==> src/design/ole_pkg.sv <==
// Shared types, sizes and codes for the ordered list engine.
package ole_pkg;

  localparam int CAPACITY = 16;
  localparam int ADDR_W = $clog2(CAPACITY);
  localparam int CNT_W = $clog2(CAPACITY + 1);
  localparam int POS_W = (CNT_W > 5) ? CNT_W : 5;

  localparam logic [3:0] RQ_PREPEND = 4'd0;
  localparam logic [3:0] RQ_APPEND = 4'd1;
  localparam logic [3:0] RQ_INSERT_AT = 4'd2;
  localparam logic [3:0] RQ_FIND_FIRST = 4'd3;
  localparam logic [3:0] RQ_FIND_LAST = 4'd4;
  localparam logic [3:0] RQ_READ_FIRST = 4'd5;
  localparam logic [3:0] RQ_READ_LAST = 4'd6;
  localparam logic [3:0] RQ_POP_FIRST = 4'd7;
  localparam logic [3:0] RQ_POP_LAST = 4'd8;
  localparam logic [3:0] RQ_REMOVE_MATCH = 4'd9;
  localparam logic [3:0] RQ_CLEAR = 4'd10;

  localparam logic [2:0] ST_OK = 3'd0;
  localparam logic [2:0] ST_EMPTY = 3'd1;
  localparam logic [2:0] ST_MISSING = 3'd2;
  localparam logic [2:0] ST_BADPOS = 3'd3;
  localparam logic [2:0] ST_FULL = 3'd4;

  localparam logic signed [31:0] MIN_VALUE = 32'sh8000_0000;

  typedef struct packed {
    logic [3:0] req_type;
    logic [4:0] position;
    logic signed [31:0] value;
  } req_t;

  typedef struct packed {
    logic [2:0] status;
    logic signed [31:0] result_value;
    logic [3:0] result_index;
    logic [4:0] entry_count;
  } res_t;

  typedef struct packed {
    logic ren;
    logic [ADDR_W-1:0] raddr;
    logic wen;
    logic [ADDR_W-1:0] waddr;
    logic [31:0] wdata;
  } mem_port_t;

endpackage

==> src/design/ole_store.sv <==
// Entry storage: one write port and one registered read port.
module ole_store (
  input  logic clk,
  input  ole_pkg::mem_port_t port,
  output logic [31:0] rdata
);
  import ole_pkg::*;

  logic [31:0] mem [CAPACITY];

  always_ff @(posedge clk) begin
    if (port.wen) begin
      mem[port.waddr] <= port.wdata;
    end
    if (port.ren) begin
      rdata <= mem[port.raddr];
    end
  end

endmodule

==> src/design/ole_ctrl.sv <==
// Request sequencer that walks the entry storage for shifts and searches.
module ole_ctrl (
  input  logic clk,
  input  logic rst,
  input  logic start,
  input  ole_pkg::req_t request,
  input  logic [31:0] rdata,
  output ole_pkg::mem_port_t mem,
  output logic busy,
  output logic done,
  output ole_pkg::res_t result
);
  import ole_pkg::*;

  localparam logic [1:0] S_IDLE = 2'd0;
  localparam logic [1:0] S_UP = 2'd1;
  localparam logic [1:0] S_SCAN = 2'd2;
  localparam logic [1:0] S_DOWN = 2'd3;

  logic [1:0] state, state_next;
  logic [3:0] op, op_next;
  logic [31:0] val, val_next;
  logic [ADDR_W-1:0] pos, pos_next;
  logic [ADDR_W-1:0] ptr, ptr_next;
  logic [ADDR_W-1:0] lim, lim_next;
  logic walk, walk_next;
  logic pend, pend_next;
  logic [ADDR_W-1:0] pend_addr, pend_addr_next;
  logic hit, hit_next;
  logic [ADDR_W-1:0] hidx, hidx_next;
  logic [CNT_W-1:0] count, count_next;
  logic [31:0] rval, rval_next;
  logic done_next;
  res_t result_next;

  logic [POS_W-1:0] ins_pos;
  logic hit_now;
  logic stop;
  logic fin_hit;
  logic [ADDR_W-1:0] fin_idx;
  logic shrink;

  function automatic res_t make_res(input logic [2:0] st, input logic [31:0] v,
                                    input logic [ADDR_W-1:0] idx,
                                    input logic [CNT_W-1:0] cnt);
    res_t r;
    r.status = st;
    r.result_value = v;
    r.result_index = 4'(idx);
    r.entry_count = 5'(cnt);
    return r;
  endfunction

  always_comb begin
    state_next = state;
    op_next = op;
    val_next = val;
    pos_next = pos;
    ptr_next = ptr;
    lim_next = lim;
    walk_next = walk;
    pend_next = pend;
    pend_addr_next = pend_addr;
    hit_next = hit;
    hidx_next = hidx;
    count_next = count;
    rval_next = rval;
    done_next = 1'b0;
    result_next = result;
    mem = '0;
    ins_pos = '0;
    hit_now = 1'b0;
    stop = 1'b0;
    fin_hit = 1'b0;
    fin_idx = '0;
    shrink = 1'b0;

    case (state)
      S_IDLE: begin
        if (start) begin
          op_next = request.req_type;
          val_next = request.value;
          walk_next = 1'b0;
          pend_next = 1'b0;
          hit_next = 1'b0;
          case (request.req_type)
            RQ_PREPEND, RQ_APPEND, RQ_INSERT_AT: begin
              if (request.req_type == RQ_PREPEND) begin
                ins_pos = '0;
              end else if (request.req_type == RQ_APPEND) begin
                ins_pos = POS_W'(count);
              end else begin
                ins_pos = POS_W'(request.position);
              end
              if (ins_pos > POS_W'(count)) begin
                done_next = 1'b1;
                result_next = make_res(ST_BADPOS, '0, '0, count);
              end else if (count == CNT_W'(CAPACITY)) begin
                done_next = 1'b1;
                result_next = make_res(ST_FULL, '0, '0, count);
              end else begin
                pos_next = ADDR_W'(ins_pos);
                if (ins_pos != POS_W'(count)) begin
                  walk_next = 1'b1;
                  ptr_next = ADDR_W'(count - 1'b1);
                end
                state_next = S_UP;
              end
            end
            RQ_FIND_FIRST, RQ_FIND_LAST, RQ_REMOVE_MATCH: begin
              if (count == '0) begin
                done_next = 1'b1;
                if (request.req_type == RQ_REMOVE_MATCH) begin
                  result_next = make_res(ST_EMPTY, MIN_VALUE, '0, count);
                end else begin
                  result_next = make_res(ST_MISSING, '0, '0, count);
                end
              end else begin
                ptr_next = '0;
                lim_next = ADDR_W'(count - 1'b1);
                walk_next = 1'b1;
                state_next = S_SCAN;
              end
            end
            RQ_READ_FIRST, RQ_READ_LAST, RQ_POP_FIRST, RQ_POP_LAST: begin
              if (count == '0) begin
                done_next = 1'b1;
                result_next = make_res(ST_EMPTY, MIN_VALUE, '0, count);
              end else begin
                if (request.req_type == RQ_READ_FIRST || request.req_type == RQ_POP_FIRST) begin
                  pos_next = '0;
                end else begin
                  pos_next = ADDR_W'(count - 1'b1);
                end
                ptr_next = pos_next;
                if (request.req_type == RQ_READ_FIRST || request.req_type == RQ_READ_LAST) begin
                  lim_next = pos_next;
                end else begin
                  lim_next = ADDR_W'(count - 1'b1);
                end
                walk_next = 1'b1;
                state_next = S_DOWN;
              end
            end
            RQ_CLEAR: begin
              count_next = '0;
              done_next = 1'b1;
              result_next = make_res(ST_OK, '0, '0, '0);
            end
            default: begin
              done_next = 1'b1;
              result_next = make_res(ST_OK, '0, '0, count);
            end
          endcase
        end
      end

      S_UP: begin
        mem.wen = pend;
        mem.waddr = pend_addr + 1'b1;
        mem.wdata = rdata;
        if (walk) begin
          mem.ren = 1'b1;
          mem.raddr = ptr;
          pend_next = 1'b1;
          pend_addr_next = ptr;
          if (ptr == pos) begin
            walk_next = 1'b0;
          end else begin
            ptr_next = ptr - 1'b1;
          end
        end else begin
          pend_next = 1'b0;
        end
        if (!walk && !pend) begin
          mem.wen = 1'b1;
          mem.waddr = pos;
          mem.wdata = val;
          count_next = count + 1'b1;
          done_next = 1'b1;
          result_next = make_res(ST_OK, '0, '0, count_next);
          state_next = S_IDLE;
        end
      end

      S_SCAN: begin
        if (walk) begin
          mem.ren = 1'b1;
          mem.raddr = ptr;
          pend_next = 1'b1;
          pend_addr_next = ptr;
          if (ptr == lim) begin
            walk_next = 1'b0;
          end else begin
            ptr_next = ptr + 1'b1;
          end
        end else begin
          pend_next = 1'b0;
        end
        hit_now = pend && (rdata == val);
        if (hit_now) begin
          hit_next = 1'b1;
          hidx_next = pend_addr;
        end
        stop = (hit_now && op != RQ_FIND_LAST) || (!walk && !pend);
        if (stop) begin
          walk_next = 1'b0;
          pend_next = 1'b0;
          fin_hit = hit || hit_now;
          fin_idx = hit_now ? pend_addr : hidx;
          if (!fin_hit) begin
            done_next = 1'b1;
            result_next = make_res(ST_MISSING, '0, '0, count);
            state_next = S_IDLE;
          end else if (op == RQ_REMOVE_MATCH) begin
            pos_next = fin_idx;
            ptr_next = fin_idx;
            lim_next = ADDR_W'(count - 1'b1);
            walk_next = 1'b1;
            state_next = S_DOWN;
          end else begin
            done_next = 1'b1;
            result_next = make_res(ST_OK, '0, fin_idx, count);
            state_next = S_IDLE;
          end
        end
      end

      S_DOWN: begin
        if (walk) begin
          mem.ren = 1'b1;
          mem.raddr = ptr;
          pend_next = 1'b1;
          pend_addr_next = ptr;
          if (ptr == lim) begin
            walk_next = 1'b0;
          end else begin
            ptr_next = ptr + 1'b1;
          end
        end else begin
          pend_next = 1'b0;
        end
        if (pend) begin
          if (pend_addr == pos) begin
            rval_next = rdata;
          end else begin
            mem.wen = 1'b1;
            mem.waddr = pend_addr - 1'b1;
            mem.wdata = rdata;
          end
        end
        if (!walk && !pend) begin
          shrink = (op == RQ_POP_FIRST) || (op == RQ_POP_LAST) || (op == RQ_REMOVE_MATCH);
          if (shrink) begin
            count_next = count - 1'b1;
          end
          done_next = 1'b1;
          result_next = make_res(ST_OK, rval, pos, count_next);
          state_next = S_IDLE;
        end
      end

      default: begin
        state_next = S_IDLE;
      end
    endcase
  end

  always_ff @(posedge clk) begin
    if (rst) begin
      state <= S_IDLE;
      count <= '0;
      walk <= 1'b0;
      pend <= 1'b0;
      hit <= 1'b0;
      done <= 1'b0;
    end else begin
      state <= state_next;
      count <= count_next;
      walk <= walk_next;
      pend <= pend_next;
      hit <= hit_next;
      done <= done_next;
    end
  end

  always_ff @(posedge clk) begin
    op <= op_next;
    val <= val_next;
    pos <= pos_next;
    ptr <= ptr_next;
    lim <= lim_next;
    pend_addr <= pend_addr_next;
    hidx <= hidx_next;
    rval <= rval_next;
    result <= result_next;
  end

  assign busy = (state != S_IDLE);

endmodule

==> src/design/ordered_list_engine.sv <==
// Top level of the ordered list engine: sequencer, entry storage and checks.
//
//   channel   signals                      transfer happens when
//   request   start, busy, request         start high and busy low at a clock edge
//   result    done, result                 done high; held one cycle, never stalled
//
// Clear, unused codes, empty-list and rejected inserts answer from idle. Inserts
// shift the entries from the position to the end up by one, then write the
// new value; reads and pops walk in the down state; a first-match find stops at
// the match, a miss or last-match find scans every entry and a match removal
// scans, then shifts down; the single storage port moves one entry per cycle.
// Synchronous reset empties the list; entries are never cleared.
module ordered_list_engine (
  input  logic clk,
  input  logic rst,
  input  logic start,
  input  ole_pkg::req_t request,
  output logic busy,
  output logic done,
  output ole_pkg::res_t result
);
  import ole_pkg::*;

  mem_port_t mem;
  logic [31:0] rdata;

  ole_ctrl u_ctrl (
    .clk(clk),
    .rst(rst),
    .start(start),
    .request(request),
    .rdata(rdata),
    .mem(mem),
    .busy(busy),
    .done(done),
    .result(result)
  );

  ole_store u_store (
    .clk(clk),
    .port(mem),
    .rdata(rdata)
  );

  a_done_idle: assert property (@(posedge clk) disable iff (rst) done |-> !busy)
    else $error("Result strobe while a request is still in progress.");

  a_start_answered: assert property (@(posedge clk) disable iff (rst)
    start && !busy |=> busy || done)
    else $error("Accepted request neither started nor answered.");

  a_count_bound: assert property (@(posedge clk) disable iff (rst)
    done |-> result.entry_count <= 5'(CAPACITY))
    else $error("Entry count above capacity.");

  a_empty_value: assert property (@(posedge clk) disable iff (rst)
    done && result.status == ST_EMPTY |-> result.result_value == MIN_VALUE)
    else $error("Empty status without the minimum value.");

endmodule
==> config.mk <==
export PLATFORM = sky130hd
export DESIGN_NAME = ordered_list_engine
export DESIGN_NICKNAME = d
export VERILOG_FILES = /design/src/design/ole_pkg.sv /design/src/design/ole_store.sv /design/src/design/ole_ctrl.sv /design/src/design/ordered_list_engine.sv
export SDC_FILE = /design/constraint.sdc
export NUM_CORES = 1
export LEC_CHECK = 0
export BUFFER_PORTS_ARGS = -buffer_cell sky130_fd_sc_hd__buf_2
export CORE_UTILIZATION = 30
export CTS_CLUSTER_SIZE = 16
export DETAILED_ROUTE_END_ITERATION = 10
export PLACE_DENSITY = 0.44
export SLEW_MARGIN = 20
export SYNTH_ARGS = -nofsm -noshare
export SYNTH_HDL_FRONTEND = slang
export SYNTH_SLANG_ARGS = --single-unit
==> constraint.sdc <==
create_clock -name clk -period 5.6 [get_ports clk]
set_input_delay 0.56 -clock clk [delete_from_list [all_inputs] [get_ports clk]]
set_output_delay 0.56 -clock clk [all_outputs]
set_load 0.05 [all_outputs]
### Yosys cells after proc, flatten, opt, wreduce, memory -nomap -nowiden

Memories as Yosys holds them, arrays and structs flattened. A register that Yosys moved wholly into a read port is not among the register bits.
Index checks and enable logic that the tools add are counted.

* bits in registers: 143
* bits in latches: 0
* bits in writable memories: 512
* ROM bits: 0
* input port bits: 44
* output and inout port bits: 46
* logic and storage cells: 212
* memories kept: 1

Memories
* u_store.mem: depth 16, bits a word 32, rd ports 1, clocked after Yosys merged registers in 1, write ports 1, RTL line ole_store.sv:9 `logic [31:0] mem [CAPACITY];`

* add/subtract/negate cells: 6
* $mul: 0
* div/mod/pow operators: 0
* magnitude comparators: 1
* equality and inequality tests: 46
* shift operators: 0
* muxes and demuxes: 107
* bitwise logic cells: 0
* reductions and logical operators: 33

Operator list (count)
* $mux 44: 10
* $pmux 44 s4: 2
* $mux 4: 28
* $mux 37: 3
* $pmux 37 s2: 1
* $mux 5: 12
* $mux 43: 1
* $eq 32x32->1: 1
* $pmux 4 s2: 4
* $mux 1: 26
* $reduce_and 8->1: 3
* $ne 3x3->1 const B: 7
* $eq 4x3->1 const B: 5
* $eq 4x4->1 const B: 5
* $mux 2: 9
* $reduce_and 9->1: 2
* $ne 2x1->1 const B: 8
* $pmux 4 s4: 1
* $pmux 5 s3: 1
* $eq 4x4->1: 3
* $pmux 2 s3: 2
* $pmux 4 s3: 1
* $ne 3x2->1 const B: 3
* $reduce_or 3->1: 3
* 32 further kinds: 52

### Depth between registers and ports, before layout

Gate-level depths: netlist of run 1.

* depth in word-level cells: 13
* depth in mapped cells: 13
* gate-level depth less buffers: 12

### Hierarchy

A second synthesis of run 1 with hierarchy kept.

* cell total of the unflattened synthesis: 1441
* area, all modules: 27363.7 µm²

By module, submodules not included
* ole_store: instances 1, cells each 838, area each 20155.6 µm², seq. area each 16335.7 µm²
* ole_ctrl: instances 1, cells each 603, area each 7208.2 µm², seq. area each 4184.0 µm²

### Least setup slack after synthesis of run 1

Ideal clock, no wire load.

* kind: in2reg
* start point: input port request[38] in the netlist's numbering
* end point: register, netlist name u_ctrl.result[0]
* library setup time: 0.450 ns
* data arrival time: 4.702 ns
* data required time: 5.150 ns
* setup slack: 0.448 ns
* stages: 12
* buffers on the path: 1
* cell sequence: or3_1 -> clkbuf_1 -> a21oi_1 -> inv_1 -> ha_1 -> and3_1 -> and3_1 -> a21oi_1 -> nor2_1 -> o21ai_0 -> o21ai_0 -> nor2b_1

* word-level cells in the longest chain between the ends: 9
* elaborated cells between the ends (all ways): 23
* classes of those cells: 1 x order compare; 12 x eq/ne; 5 x mux; 5 x reduce/logical

RTL lines
* start, declared: RTL line ordered_list_engine.sv:17 `input ole_pkg::req_t request,`
* $eq 4x1->1: RTL line ole_ctrl.sv:86, ole_ctrl.sv:90
* $mux 5: RTL line ole_ctrl.sv:90 `end else if (request.req_type == RQ_APPEND) begin`
* $mux 5: RTL line ole_ctrl.sv:88 `if (request.req_type == RQ_PREPEND) begin`
* $mux 5: RTL line ole_ctrl.sv:86 `case (request.req_type)`
* $mux 5: RTL line ole_ctrl.sv:80 `if (start) begin`
* $mux 5: RTL line ole_ctrl.sv:78 `case (state)`
* $gt 5x5->1: RTL line ole_ctrl.sv:95 `if (ins_pos > POS_W'(count)) begin`
* $ne 4x2->1 (no source line)
* $reduce_and 8->1 (no source line) (*)

Mark *: on every way between the ends. The rest lies on a longest branch, timed or not. The select of a mux whose other input is x is not followed.
A chain may end at the register's enable or synchronous reset.

==> metrics, run 1 <==
GPL Wtd Cong 0.8192; fillers 8599; Via density 5.045; R2R depth 9; Tcrit/Tclk final 70.28%; fin. max-slew vios 0; crit end category flip-flop; CP cell instances buf_4, nor2_4, nor2_4, and2_4, buf_4, mux4_2, nor2b_1, a211oi_1, a31oi_1; Vias 14621; Mapped Avg Cell Area 18.14 um^2; YS warnings 0; total of max-cap violations 0; DIE AREA 93500 um^2; Std-Cell Core Area 91520 um^2; global-route wire length before repair 108400 um; drt pass-1 iters 5; Post-Synthesis Cell Area 27680 um^2; post-synthesis cell count 1526; number of global-route vias before repair 14930; fmax 0.2541 GHz; Area after DPL 29790 um^2; post-CTS setup buffer count 0; die height 305.8 um; Synth area leaders edfxtp_1, mux4_2, xnor2_1; CTS buffer count 78; H-tree levels 3; Rel. slew slack 36.64%; Synth cell types 69; Crit path max-delay family simple AND/OR/NAND/NOR gates; FFs w/ async S/R, synth 0%; post-synthesis register bit count 687; nets@finish 1710; DR top layer met4; kind of critical path flip-flop to flip-flop; Syn Nets 1582; VDD IR max 0.0001887 V; RSZ-0062 raised after global routing no; # DRC 0; Fin Setup TNS 0 ps; Lkg Pwr 10.61 nW; clock latency at the later pin of the worst-skew pair 620 ps; row cnt 111; initial antenna violation count 2; TritonCTS clock tree done; multi-input logic area 6818 um^2; Worst-Margin Slew 946.2 ps; Sw Pwr 2.511 mW; Final Setup Violations 0; initial DRC count 1266; Tot Pwr 11.34 mW; total grt overflow 0; CTS sink count 687; Main synth FF type edfxtp_1; Power Dens Cells 351.2 nW/um^2; Post-Route WL 74510 um; DR WL met2 34730 um; proportion of layout cells with a drive suffix above 1 24.24%; Reg power frac 51.1%; synth cell count leaders edfxtp_1, mux4_2, nand2_1; overall global routing resource usage 16.07%; Metal-1 WL 34650 um; Port-buffer cells 89; Seq/Total Area, Yosys 74.12%; Routed Antenna Nets 0; Clk pwr share 43.6%; CP max-delay cell and2_4; Design Area, Final 32280 um^2; Pint 8.824 mW; status finished clean; ANT cells 0; min cycle time layout 3936 ps; number of synthesized flops with an enable pin 676; hold_buf cts 0; post_cts resized 0; required time worst endpoint 5940 ps; hold crit path type input port to flip-flop; sw frac 22.15%; Synth-to-Final Area Change 16.60%; DR WL met3 3455 um; CP arrival 4270 ps; most frequent cell after synthesis edfxtp_1; CTS root buffer clkbuf_16; highest cell delay on the worst timing path 630 ps; clock-pin slew on the worst setup and hold paths 60 ps; Max FO, Critical Path 62; Hold Crit Depth 1; Die Wd 305.8 um; WP buf/inv 2; Crit path depth 9; cell taking the most area after synthesis edfxtp_1; combinational share of power 5.2%; Hold Vio Cnt, Final 0; CTS max path bufs 3; largest net degree at the start of global routing 63; final clock skew 20.11 ps; Yosys top cell area share 73.33%; # IOs 90; drt wl/cell 25.71 um; DP Wirelength 46220 um; startpoint types flip-flop; Initial Utilization 30.25%; register area 20520 um^2
area by class of cell:
cell class	count	area share, %
inverter	28	0.3334
tap	1186	4.597
clock inverter	45	1.275
sequential	687	63.58
timing repair buffer	133	2.737
clock buffer	93	6.353
multi-input combinational	726	21.12
power groups by stage:
| stage | logic [mW] | clock network, mW | registers [mW] |
|---|---|---|---|
| 3_5_place_dp | 0.602 | 0 | 5.91 |
| 2_1_floorplan | 0.290 | 0 | 5.98 |
| 5_1_grt | 0.638 | 5.26 | 5.80 |
| 6_report | 0.594 | 4.94 | 5.80 |
| 3_3_place_gp | 0.596 | 0 | 5.91 |
| 4_1_cts | 0.604 | 5.09 | 5.80 |
placed cells by master, fill, tap and decap left out, types with 14 or more instances in the layout:
cell,instances
clkinv_2,14
a211oi_1,35
nor2_1,42
clkbuf_16,80
a31oi_1,34
buf_4,36
xnor2_1,51
a22o_1,33
and3_1,35
o21ai_0,29
inv_1,20
nor2_4,19
mux4_2,128
nand2_1,97
edfxtp_1,676
nor3_1,15
buf_2,89
a21oi_1,36
nor2b_1,41
clkinv_1,18
cell families (layout without fill, tap and decap cells):
group                      after synthesis  count (layout)  share of synthesized area, %
and+or+nand+nor                        301             301                         5.419
DFF                                    687             687                         74.12
buffers and inverters                  113             299                         1.903
adders and majority gates               12              12                        0.5424
muxes                                  135             135                         10.72
AOI/OAI and AO/OA                      221             221                         5.492
xor gates and xnor gates                57              57                         1.803
flip-flops by register name, indices dropped and copies added, names as in the netlist, 5 cells and up:
register / cells
u_ctrl.rval: 32
u_ctrl.val: 32
u_ctrl.result: 44
u_ctrl.count: 5
u_store.mem: 512
u_store.rdata: 32
stage by stage:
step	utilization (%)	cells	setup WS [ps]	hold slack, ps
floorplan	-	1526	447.9	424.4
global placement	32.54	2759	1364	488.8
detailed placement	32.55	2759	1315	490.5
CTS	35.24	2897	1604	70.16
global route	35.27	2898	1414	83.49
finish	35.27	2898	1664	117.8
worst paths after layout:
kind	endpoint	startpoint	slack (ps)
setup / recovery	u_store.rdata[1]$_DFFE_PP_	u_ctrl.state[0]$_SDFFE_PP0P_	1660
hold / removal	u_ctrl.val[0]$_DFFE_PP_	request[0]	120
hold reg to reg	u_ctrl.rval[6]$_DFFE_PP_	u_store.rdata[6]$_DFFE_PP_	510
setup reg to reg	u_store.rdata[1]$_DFFE_PP_	u_ctrl.state[0]$_SDFFE_PP0P_	1660
layer usage:
metal / up-vias / GRT usage (%)
met4: 0 / 4.675
met2: 369 / 25.23
li1: 6410 / -
met1: 7747 / 22.95
met3: 95 / 2.551
met5: - / 0
Power figures use the tool's default switching activity.
==> inputs of run 2 (changes only) <==
--- a/config.mk
+++ b/config.mk
@@ -9,7 +9,7 @@
 export CORE_UTILIZATION = 30
 export CTS_CLUSTER_SIZE = 16
 export DETAILED_ROUTE_END_ITERATION = 10
-export PLACE_DENSITY = 0.44
+export PLACE_DENSITY = 0.46
 export SLEW_MARGIN = 20
 export SYNTH_ARGS = -nofsm -noshare
 export SYNTH_HDL_FRONTEND = slang
==> constraint.sdc (replaced) <==
create_clock -name clk -period 3.25 [get_ports clk]
set_input_delay 0.325 -clock clk [delete_from_list [all_inputs] [get_ports clk]]
set_output_delay 0.325 -clock clk [all_outputs]
set_load 0.05 [all_outputs]
==> run 2 against run 1 <==
  * Final area rose by 2.8%
  * Largest power group unchanged
  * Non-clock buffer count grew 79
  * Sequential power is 72% higher
  * Hold slack lost 28 ps
  * Clock-buffer cell count down 2
==> metrics, run 2 (synthesized netlist as in run 1, its figures left out) <==
Tcrit/Tclk final 94.84%; fillers 8540; crit end category flip-flop; global-route wire length before repair 111600 um; Synth-to-Final Area Change 19.88%; total of max-cap violations 0; Tot Pwr 19.15 mW; fin. max-slew vios 0; Std-Cell Core Area 91520 um^2; Via density 5.065; CTS buffer count 76; DP Cell Count 2807; Initial Utilization 30.25%; drt wl/cell 25.67 um; # DRC 0; CP arrival 3420 ps; Post-Layout Cell Count 2971; Hold Vio Cnt, Final 0; number of global-route vias before repair 15578; Biggest register u_store.mem; DR WL met3 4166 um; Final Setup Violations 0; proportion of layout cells with a drive suffix above 1 25.99%; VDD IR max 0.0003285 V; final worst slack 167.8 ps; Worst-Margin Slew 831.4 ps; post-CTS setup buffer count 0; worst slack, placed -25.21 ps; status finished clean; fmax 0.3244 GHz; Fin Setup TNS 0 ps; max reg flops 512; row cnt 111; Port-buffer cells 89; Post-Route WL 76260 um; Area after DPL 30560 um^2; total grt overflow 0; final core utilization 36.26%; most frequent cells in the layout edfxtp_1, mux4_2, nand2_1; DP Wirelength 46550 um; largest net degree at the start of global routing 65; Power Dens Cells 576.9 nW/um^2; die height 305.8 um; Routed Antenna Nets 0; # IOs 90; hold crit path type input port to flip-flop; kind of critical path flip-flop to flip-flop; min cycle time layout 3082 ps; commonest non-fill, non-tap cell in the layout edfxtp_1; RSZ-0062 raised after global routing no; Vias 15047; CTS sink count 687; required time worst endpoint 3590 ps; drt pass-1 iters 5; initial DRC count 1315; Die Wd 305.8 um; DR WL met2 36420 um; nets@finish 1787; CTS max path bufs 3; Largest regs u_store.mem: 512 flops, u_ctrl.result: 44 flops; GPL Wtd Cong 0.8093; final clock skew 27.09 ps; Max FO, Critical Path 23; overall global routing resource usage 16.52%; Lkg Pwr 11.03 nW; TritonCTS clock tree done; DR top layer met5; clock-pin slew on the worst setup and hold paths 60 ps; Rel. slew slack 44.15%; startpoint types flip-flop; CTS root buffer clkbuf_16; clock latency at the later pin of the worst-skew pair 620 ps; DIE AREA 93500 um^2; initial antenna violation count 6; WHS 90.27 ps; Design Area, Final 33190 um^2; H-tree levels 3; ANT cells 0; Metal-1 WL 33910 um
-- run 2: cell types whose count changed in the layout (fill, tap and decap cells not counted), sizes merged --
cell | previous run | this run
buf | 133 | 180
clkbuf | 93 | 91
inv | 30 | 33
clkinv | 35 | 31
bufinv | 7 | 4
dlygate4sd3 | 0 | 32
-- run 2: critical path: stages, from the launching register on --
cell and delay, ps:
edfxtp_1 440, xnor2_2 350, nand4_1 330, nor4_2 350
nand4_2 290, or3_1 430, a31o_1 260, nor2b_4 160
buf_12 190
-- run 2: where the power goes --
part	leakage [nW]	internal [mW]	switching, mW
clock	1.12	4.65	3.39
sequential	6.41	9.86	0.0938
combinational	3.49	0.375	0.782
-- run 2: worst paths after layout --
path | from | endpoint | slack [ps] | cells after the start
max | u_store.rdata[2]$_DFFE_PP_ | u_ctrl.result[12]$_DFFE_PP_ | 170 | 8
min | rst | u_ctrl.hit$_SDFFE_PP0P_ | 90 | 2
max reg2reg | u_store.rdata[2]$_DFFE_PP_ | u_ctrl.result[12]$_DFFE_PP_ | 170 | 8
min reg2reg | u_store.rdata[4]$_DFFE_PP_ | u_ctrl.rval[4]$_DFFE_PP_ | 500 | 0
-- run 2: cell type report --
class / count / area, um^2 / area share (%)
Timing Repair Buffer: 212 / 1887 / 5.686
Sequential cell: 687 / 20520 / 61.84
Clock buffer: 91 / 1979 / 5.965
Inverter: 28 / 108.9 / 0.3280
Clock inverter: 41 / 311.5 / 0.9388
Multi-Input combinational cell: 726 / 6893 / 20.77
Tap cell: 1186 / 1484 / 4.472
-- run 2: repair_timing --
action | in CTS | in global routing
resized for setup | 1 | 1
setup endpoints to repair | 23 | 4
hold buffers | 32 | 0
hold endpoints to repair | 32 | 0
-- run 2: per-layer routing --
metal	vias to the layer above	global-route usage [%]
li1	6560	-
met1	7965	22.55
met2	419	26.77
met3	101	2.995
met4	2	5.013
met5	-	0
==> inputs of run 3 (changes only) <==
--- a/config.mk
+++ b/config.mk
@@ -6,11 +6,13 @@
 export NUM_CORES = 1
 export LEC_CHECK = 0
 export BUFFER_PORTS_ARGS = -buffer_cell sky130_fd_sc_hd__buf_2
+export CORE_MARGIN = 5
 export CORE_UTILIZATION = 30
 export CTS_CLUSTER_SIZE = 16
 export DETAILED_ROUTE_END_ITERATION = 10
-export PLACE_DENSITY = 0.46
+export PLACE_DENSITY = 0.44
 export SLEW_MARGIN = 20
 export SYNTH_ARGS = -nofsm -noshare
 export SYNTH_HDL_FRONTEND = slang
 export SYNTH_SLANG_ARGS = --single-unit
+export TNS_END_PERCENT = 100
==> constraint.sdc (replaced) <==
create_clock -name clk -period 3.98 [get_ports clk]
set_input_delay 0.398 -clock clk [delete_from_list [all_inputs] [get_ports clk]]
set_output_delay 0.398 -clock clk [all_outputs]
set_load 0.05 [all_outputs]
==> run 3 against run 2 <==
  * Clock skew shrank 2.6 ps
  * Final area shrank 0.73%
  * Global-route usage shrank 0.71 points
  * Fmax shrank 11%
  * Clock power shrank 14%
  * Combinational power shrank 23%
  * Critical endpoint is now u_ctrl.result[22]$_DFFE_PP_
  * Highest routed layer is now met4
==> metrics, run 3 (synthesized netlist as in run 1, its figures left out) <==
status finished clean; # DRC 0; Hold Vio Cnt, Final 0; TritonCTS clock tree done; combinational share of power 5.6%; most frequent cells in the layout edfxtp_1, mux4_2, nand2_1; number of global-route vias before repair 15380; final clock skew 24.47 ps; clock-pin slew on the worst setup and hold paths 60 ps; sw frac 22.59%; Post-Route WL 78920 um; Lkg Pwr 10.92 nW; Worst-Margin Slew 983.7 ps; proportion of layout cells with a drive suffix above 1 24.79%; drt wl/cell 26.65 um; fillers 8651; total grt overflow 0; Pint 12.33 mW; Initial Utilization 30.20%; Final Setup Violations 0; Vias 15128; ANT cells 0; Std-Cell Core Area 91660 um^2; Clk pwr share 43.2%; clock latency at the later pin of the worst-skew pair 620 ps; Post-Layout Cell Count 2961; die height 313.8 um; DP Cell Count 2788; VDD IR max 0.0002800 V; row cnt 111; Synth-to-Final Area Change 19.01%; CTS max path bufs 3; Die Wd 313.8 um; Biggest register u_store.mem; GPL Wtd Cong 0.7644; Largest regs u_store.mem: 512 flops, u_ctrl.result: 44 flops; hold crit path type input port to flip-flop; worst slack, placed 26.49 ps; min cycle time layout 3474 ps; Routed Antenna Nets 0; global-route wire length before repair 113400 um; largest net degree at the start of global routing 70; DP Wirelength 45900 um; overall global routing resource usage 15.81%; initial antenna violation count 5; total of max-cap violations 0; final worst slack 506.3 ps; Tcrit/Tclk final 87.28%; drt pass-1 iters 6; Sw Pwr 3.597 mW; Port-buffer cells 89; post-CTS setup buffer count 0; CTS sink count 687; Via density 5.109; CTS buffer count 78; RSZ-0062 raised after global routing no; CP arrival 3780 ps; commonest non-fill, non-tap cell in the layout edfxtp_1; CTS root buffer clkbuf_16; Max FO, Critical Path 23; Rel. slew slack 34.13%; kind of critical path flip-flop to flip-flop; initial DRC count 1298; # IOs 90; fmax 0.2879 GHz; Power Dens Cells 483.4 nW/um^2; fin. max-slew vios 0; Fin Setup TNS 0 ps; H-tree levels 3; crit end category flip-flop; DIE AREA 98450 um^2; startpoint types flip-flop; Reg power frac 51.2%; nets@finish 1770; max reg flops 512; required time worst endpoint 4290 ps
run 3: cell types whose count changed in the layout (fill, tap and decap cells not counted), moves of 2 or more:
cell,delta
nor3_1,+2
clkinv_2,+3
clkbuf_16,+2
a21oi_1,+4
a21oi_4,-3
nor3_4,-2
inv_6,-6
buf_12,-14
buf_4,-5
clkinv_8,+3
o21ai_1,-2
clkbuf_1,+6
o21ai_0,+2
run 3: critical path: stages (launching register included):
cell and delay [ps]:
dfxtp_1 480, inv_1 140, nor3_1 200, a21oi_1 110, inv_1 110, ha_1 240, and3_1 180, and3_1 200
a21oi_1 190, nor2_1 100, o21ai_0 140, o21ai_0 190, nor2b_4 580, buf_12 270
run 3: cell type report:
cell class | instances | area, um^2 | area share [%]
clock inverter | 42 | 391.6 | 1.189
tap | 1186 | 1484 | 4.504
multi-input combinational | 726 | 6818 | 20.70
timing repair buffer | 193 | 1569 | 4.763
sequential | 687 | 20520 | 62.29
inverter | 28 | 107.6 | 0.3266
clock buffer | 99 | 2052 | 6.229
run 3: timing repair:
action,4_1_cts,5_1_grt
hold buffers,31,1
endpoints found under the hold margin,31,1
resized for setup,0,0
run 3: power groups by stage:
stage          clock, mW  sequential, mW  combinational [mW]
2_1_floorplan          0            8.41               0.410
3_3_place_gp           0            8.30               0.880
3_5_place_dp           0            8.30               0.884
4_1_cts             7.09            8.15               0.912
5_1_grt             7.40            8.15               0.960
6_report            6.88            8.15               0.893
run 3: final timing paths:
check                                from                           to  slack (ps)  cells after the start
max          u_ctrl.count[3]$_SDFFE_PP0P_  u_ctrl.result[22]$_DFFE_PP_         510                     13
min                                   rst      u_ctrl.hit$_SDFFE_PP0P_         160                      2
max reg2reg  u_ctrl.count[3]$_SDFFE_PP0P_  u_ctrl.result[22]$_DFFE_PP_         510                     13
min reg2reg   u_store.rdata[13]$_DFFE_PP_    u_ctrl.rval[13]$_DFFE_PP_         500                      0
run 3: per-layer routing:
metal / vias to the layer above / track usage [%] / share of wire [%]
met1: 8084 / 23.26 / 47
met3: 100 / 2.690 / 5.1
met5: - / 0 / 0
li1: 6535 / - / -
met4: 0 / 3.430 / 1.9
met2: 409 / 24.85 / 46
run 3: through the flow:
stage          utilization (%)  cell area (um^2)  hold slack, ps  power (mW)
6_report                 35.94             32940           160.3       15.93
5_1_grt                  35.94             32940           146.1       16.51
4_1_cts                  35.93             32930           7.832       16.15
3_5_place_dp             32.93             30180           484.8       9.182
3_3_place_gp             32.93             30180           479.1       9.181
2_1_floorplan                -             27700           424.4       8.824
